===== config.mk =====
export PLATFORM = sky130hd
export DESIGN_NAME = shtd_cell
export DESIGN_NICKNAME = d
export VERILOG_FILES = /design/src/design/shtd_pkg.sv /design/src/design/shtd_cell.sv
export SDC_FILE = /design/constraint.sdc
export NUM_CORES = 1
export LEC_CHECK = 0
export BUFFER_PORTS_ARGS = -buffer_cell sky130_fd_sc_hd__clkbuf_2
export CAP_MARGIN = 5
export CORE_ASPECT_RATIO = 0.9
export CORE_MARGIN = 3
export CORE_UTILIZATION = 39
export DETAILED_ROUTE_END_ITERATION = 10
export PLACE_DENSITY_LB_ADDON = 0.1
export SETUP_SLACK_MARGIN = 0.15
export SYNTH_ARGS = -nofsm -noshare
export SYNTH_HDL_FRONTEND = slang
export SYNTH_SLANG_ARGS = --single-unit

===== constraint.sdc =====
create_clock -name clock -period 13 [get_ports clock]
set_input_delay 0.65 -clock clock [delete_from_list [all_inputs] [get_ports clock]]
set_output_delay 0.65 -clock clock [all_outputs]
set_load 0.03 [all_outputs]

===== src/design/shtd_pkg.sv =====
package shtd_pkg;

   // Width of one per-station hit identifier
   localparam int HIT_W = 16;

   // Width of the shared-hit threshold register
   localparam int THR_W = 3;

   // Threshold value after reset
   localparam logic [THR_W-1:0] THR_RESET = 3'd2;

   // Number of station fields carried on the request channel
   localparam int IN_STATIONS = 4;

   // Request kinds carried on req_tuser
   localparam logic ACT_CLEAR = 1'b0;
   localparam logic ACT_OFFER = 1'b1;

   // Per-cycle commands broadcast to every cell of the chain
   typedef struct packed {
      logic load;   // latch this cell's match bit into its flag
      logic shift;  // take the flag of the neighbour above
      logic wr;     // store the candidate if this cell is the next free slot
   } shtd_ctrl_type;

endpackage


===== src/design/shtd_cell.sv =====
module shtd_cell #(
   parameter int INDEX    = 0,
   parameter int CNT_W    = 9,
   parameter int STATIONS = 4
) (
   input  logic                                    clock,
   input  logic                                    reset,
   input  shtd_pkg::shtd_ctrl_type                 ctrl,
   input  logic [STATIONS-1:0][shtd_pkg::HIT_W-1:0] cand,
   input  logic [shtd_pkg::THR_W-1:0]              min_shared,
   input  logic [CNT_W-1:0]                        committed,
   input  logic [CNT_W-1:0]                        total,
   input  logic                                    flag_up,
   output logic                                    flag
);
   import shtd_pkg::*;

   localparam int SUM_W = $clog2(STATIONS + 1);
   localparam int CMP_W = (SUM_W > THR_W) ? SUM_W : THR_W;

   logic [STATIONS-1:0][HIT_W-1:0] track_ff;
   logic                           flag_ff;
   logic                           flag_in;
   logic [SUM_W-1:0]               same;
   logic                           visible;
   logic                           selected;
   logic                           match;

   // Count stations with equal nonzero identifiers
   always_comb begin
      same = '0;
      for (int s = 0; s < STATIONS; s++) begin
         if ((track_ff[s] != '0) && (track_ff[s] == cand[s])) begin
            same = same + SUM_W'(1);
         end
      end
   end

   // Only tracks committed before the running range take part
   assign visible  = (CNT_W'(INDEX) < committed);
   assign selected = (CNT_W'(INDEX) == total);
   assign match    = visible && (CMP_W'(same) >= CMP_W'(min_shared));

   // Load the match bit, or pass the flag down towards cell zero
   always_comb begin
      flag_in = flag_ff;
      if (ctrl.load) begin
         flag_in = match;
      end else if (ctrl.shift) begin
         flag_in = flag_up;
      end
   end

   always_ff @(posedge clock) begin
      if (reset) begin
         flag_ff <= 1'b0;
      end else begin
         flag_ff <= flag_in;
      end
   end

   // Store the candidate when this cell is the next free slot
   always_ff @(posedge clock) begin
      if (ctrl.wr && selected) begin
         track_ff <= cand;
      end
   end

   assign flag = flag_ff;

endmodule


* Yosys cells after proc, flatten, opt, wreduce, memory -nomap -nowiden
Cells that the tools add are included.
** Word-level totals
- Register bits :: 65
- Output and inout bits :: 1
** Cells by class
- $add $sub $neg :: 3
- Equal/unequal tests :: 4
- Mux-type cells :: 6
- Order comparisons :: 2
- Reductions and logical operators :: 12
** Operators with widths (count)
- $eq 16x16->1 :: 4
- $reduce_bool 16->1 :: 4
- $add 3x1->3 const B :: 3
- $logic_not 9->1 :: 1
- $lt 1x9->1 const A :: 1
- $mux 3 :: 3
- $logic_and 1x1->1 :: 6
- $ge 3x3->1 :: 1
- $mux 1 :: 3
- $reduce_bool 2->1 :: 1

* Logic depth before layout (Yosys ltp)
- Depth after elaboration :: 12
- Gate-level depth with buffers :: 16
- Gate-level depth less buffers :: 16

* Worst setup path after synthesis
OpenSTA, ideal clock, no wires.
- Path type :: input to register
- Start :: input total[7]
- End :: register track_ff[0] (netlist bit) (enable)
- Setup slack :: 4927 ps
- Cell stages on the path :: 2
- Arrival :: 7422 ps
- Path buffers :: 0
- Cells stage by stage :: or4b_2 -> nor4_1
** On the way
- Cells in the longest elaborated chain, start to end :: 2
** Ends and longest elaborated chain
- from (decl) :: RTL line shtd_cell.sv:12 : input logic [CNT_W-1:0] total,
- $logic_not 9->1 :: RTL line shtd_cell.sv:41 : assign selected = (CNT_W'(INDEX) == total);
- $logic_and 1x1->1 :: RTL line shtd_cell.sv:64 : if (ctrl.wr && selected) begin
- to (signal assigned) :: RTL line shtd_cell.sv:65 : track_ff <= cand;
- to (decl) :: RTL line shtd_cell.sv:21 : logic [STATIONS-1:0][HIT_W-1:0] track_ff;
Every way passes these cells.
A chain may end at the register's enable or synchronous reset.

* Worst setup path after layout
- Start :: register track_ff[8] (netlist bit)
- End :: register flag_ff, in the netlist flag
** On the way
- Cells in the longest elaborated chain, start to end :: 12
** Ends and longest elaborated chain
- $eq 16x16->1 or $reduce_bool 16->1 (tied branches) :: RTL line shtd_cell.sv:33 : if ((track_ff[s] != '0) && (track_ff[s] == cand[s])) begin
- $logic_and 1x1->1 * :: RTL line shtd_cell.sv:33
- $mux 1 * :: RTL line shtd_cell.sv:33
- $add 3x1->3 :: RTL line shtd_cell.sv:34 : same = same + SUM_W'(1);
- $mux 3 * :: RTL line shtd_cell.sv:33
- $add 3x1->3 :: RTL line shtd_cell.sv:34
- $mux 3 * :: RTL line shtd_cell.sv:33
- $add 3x1->3 :: RTL line shtd_cell.sv:34
- $mux 3 * :: RTL line shtd_cell.sv:33
- $ge 3x3->1 * :: RTL line shtd_cell.sv:42 : assign match = visible && (CMP_W'(same) >= CMP_W'(min_shared));
- $logic_and 1x1->1 * :: RTL line shtd_cell.sv:42
- $mux 1 * :: RTL line shtd_cell.sv:47 : if (ctrl.load) begin
- to (signal assigned) :: RTL line shtd_cell.sv:58 : flag_ff <= flag_in;
- to (decl) :: RTL line shtd_cell.sv:22 : logic flag_ff;
Mark *: on every way between the ends. The rest lies on a longest branch, timed or not.

==> metrics.cfg <==
[grt]
grt_max_degree=65
grt_pass1_vias=2004
antenna_found_initial=0
top_usage_layer=met2
grt_overflow_total=0
grt_first_pass_wirelength_um=9030
grt_util_met2_pct=19.0
met3_usage_pct=5.41
track_usage_pct=13.1
grt_util_met1_pct=17.8

[sta]
fin_setup_tns_ns=0
fmax_mhz=312
finalSetupViolCount=0
grt_setup_unrepaired=no
finalMaxSlewViolations=0
layout_worst_path_cycle_share_pct=24.6
hold_viol=0
tightestPinTransition_ns=0.811
max-slew-margin-rel_pct=45.9
period_needed_ns=3.20
finClkSkew_ns=0.00507

[synth]
syn_area_per_cell_um2=14.6
syn_nets=304
syn_area_um2=3030
seq_area_frac_synth_pct=64.1
synth.distinct_cells=23
ys_warn_count=0
synth-seq-cells=65
syn_inst=207

[die]
die_h_um=89.6
core-area_um2=7290
die_w_um=98.9
die_area_um2=8870
start_util_pct=41.6
io_pins=92
rows=29

[layout]
final_util_pct=52.0
syn_to_final_growth_pct=25.1
layout.nets=407
diodes=0
final_layout_size_suffix_gt1_share_pct=34.7
post_layout_nonfiller_instances=407
design_area_um2=3790

[detailed_routing]
num_vias=1931
drc=0
drt_wl_total_um=5610
firstDrtPassIters=4
drtAntennaViolNets=0
drtIter0Drc=51
wl_per_cell_um=13.8
viasPerCell=4.74

[critical_path]
cp_max_fo=2
required_ns=13.22
endpoint_kind=register
worst_setup_path_start_kind=register
crit_arrival_ns=3.42
path_class=register to register

[power_and_ir_drop]
internal_power_uw=334
power.density_nw_per_um2=110
power_leakage_nw=1.36
net-switching-power_uw=81.8
swShare_pct=19.7
pwr-share-clk_pct=37.1
pwr-share-seq_pct=55.5
combinationalPowerShare_pct=7.4
finalPower_uw=415
peakVddDrop_uv=50.5

[placed_design]
port_buffers=91
place_inst=392
gp_congestion=0.734
place_hpwl_um=4400
placedInstanceArea_um2=3620

[hold_path]
worstHoldPathType=primary input to register

[clock_network]
h-tree-depth=3
tritoncts=yes
clk_root_buffer_cell=clkbuf_8
cts_buffers=9
clkTransAtPathRegs_ns=0.06
cts_resized=0
clk_latency_ns=0.32
clockBufferDepth=2
cts.hold.buffers_added=0
clkSinkCount=65
cts_setup_buffers=0

[run_status]
run_status=finished clean

[run]
cap_violations=0

-- cells by family after synthesis --
family                     synth area share (%)
xor gates and xnor gates                   19.6
DFF                                        64.1
and+or+nand+nor                            11.4
adders and majority gates                  2.48
buffers and inverters                     0.619
AOI/OAI and AO/OA                         0.784
muxes                                      1.03
-- path summary, 6_finish.rpt --
kind	from	to	slack, ns	depth (start not counted)
worst max-delay path	track_ff[8]	flag	9.80	14
worst min-delay path	reset	flag	0.48	2
worst max register to register	track_ff[8]	flag	9.80	14
worst min register to register	flag	flag	0.63	4
-- power by group through the flow --
| stage | Clock, mW | Combinational (mW) | Sequential (mW) |
|---|---|---|---|
| after floorplan | 0 | 0.0115 | 0.236 |
| after global placement | 0 | 0.0312 | 0.235 |
| after detailed placement | 0 | 0.0313 | 0.235 |
| after CTS | 0.161 | 0.0314 | 0.230 |
| after global routing | 0.172 | 0.0343 | 0.230 |
| final | 0.154 | 0.0308 | 0.231 |
-- worst max-delay path, stage by stage, from the launching register on --
cell,delay (ns)
edfxtp_1,0.42
xnor2_1,0.22
nand4_1,0.11
nor4_1,0.25
and2_1,0.21
ha_1,0.29
xnor2_2,0.21
ha_1,0.26
mux2_1,0.30
ha_1,0.28
a21o_1,0.15
a21oi_1,0.15
a31oi_1,0.06
a21oi_1,0.15
nor2_1,0.05
-- state kept, by name, indices dropped and copies added, names as in the netlist --
signal / cells
flag: 1
track_ff: 64
-- through the flow --
step | hold slack [ns] | setup WS (ns)
2_1_floorplan | 0.722 | 4.93
3_3_place_gp | 0.608 | 9.53
3_5_place_dp | 0.632 | 9.52
4_1_cts | 0.467 | 9.78
5_1_grt | 0.485 | 9.53
6_report | 0.484 | 9.80
-- final cells by class --
| cell class | count | area, µm² |
|---|---|---|
| fill | 625 | 3500 |
| clock buffer | 10 | 128 |
| sequential | 65 | 1940 |
| clock inverter | 5 | 47.5 |
| inverter | 5 | 18.8 |
| timing repair buffer | 92 | 463 |
| multi-input combinational | 137 | 1080 |
| tap | 93 | 116 |
-- cell usage after synthesis --
library cell  instances  area (µm²)
a21o_1                1        7.51
mux2i_1               2        20.0
edfxtp_1             64        1920
nand2b_1              1        6.26
a21oi_1               2        10.0
nand2_2               1        6.26
dfxtp_1               1        20.0
nor2_1                6        22.5
nor3_1                1        5.00
mux2_1                1        11.3
and3_1                1        6.26
nor4_1               20         125
xnor2_2               1        16.3
or4_1                 1        7.51
or4b_2                1        10.0
ha_1                  6        75.1
nand2_1               2        7.51
inv_1                 5        18.8
a31oi_1               1        6.26
and2_1                1        6.26
xnor2_1              66         578
nand4_1              21         131
nor4_2                1        12.5
-- routing by layer --
metal  part of all wire [%]  up-vias
met5                      0        -
li1                       -     1001
met2                     42       69
met1                     48      857
met4                   0.64        0
met3                    8.6        4
-- cell usage in the layout (no fill, tap or decap), drive strengths merged --
cell type / count
mux2i: 2
nor3: 1
dfxtp: 1
and2: 1
and3: 1
xnor2: 67
clkbuf: 101
edfxtp: 64
or4: 1
bufinv: 1
inv: 5
a21o: 1
clkinv: 4
or4b: 1
nor2: 6
ha: 6
a31oi: 1
mux2: 1
buf: 1
nand2: 3
nand4: 21
a21oi: 2
nand2b: 1
nor4: 21
Note: power is estimated with default switching activity, not from simulation.
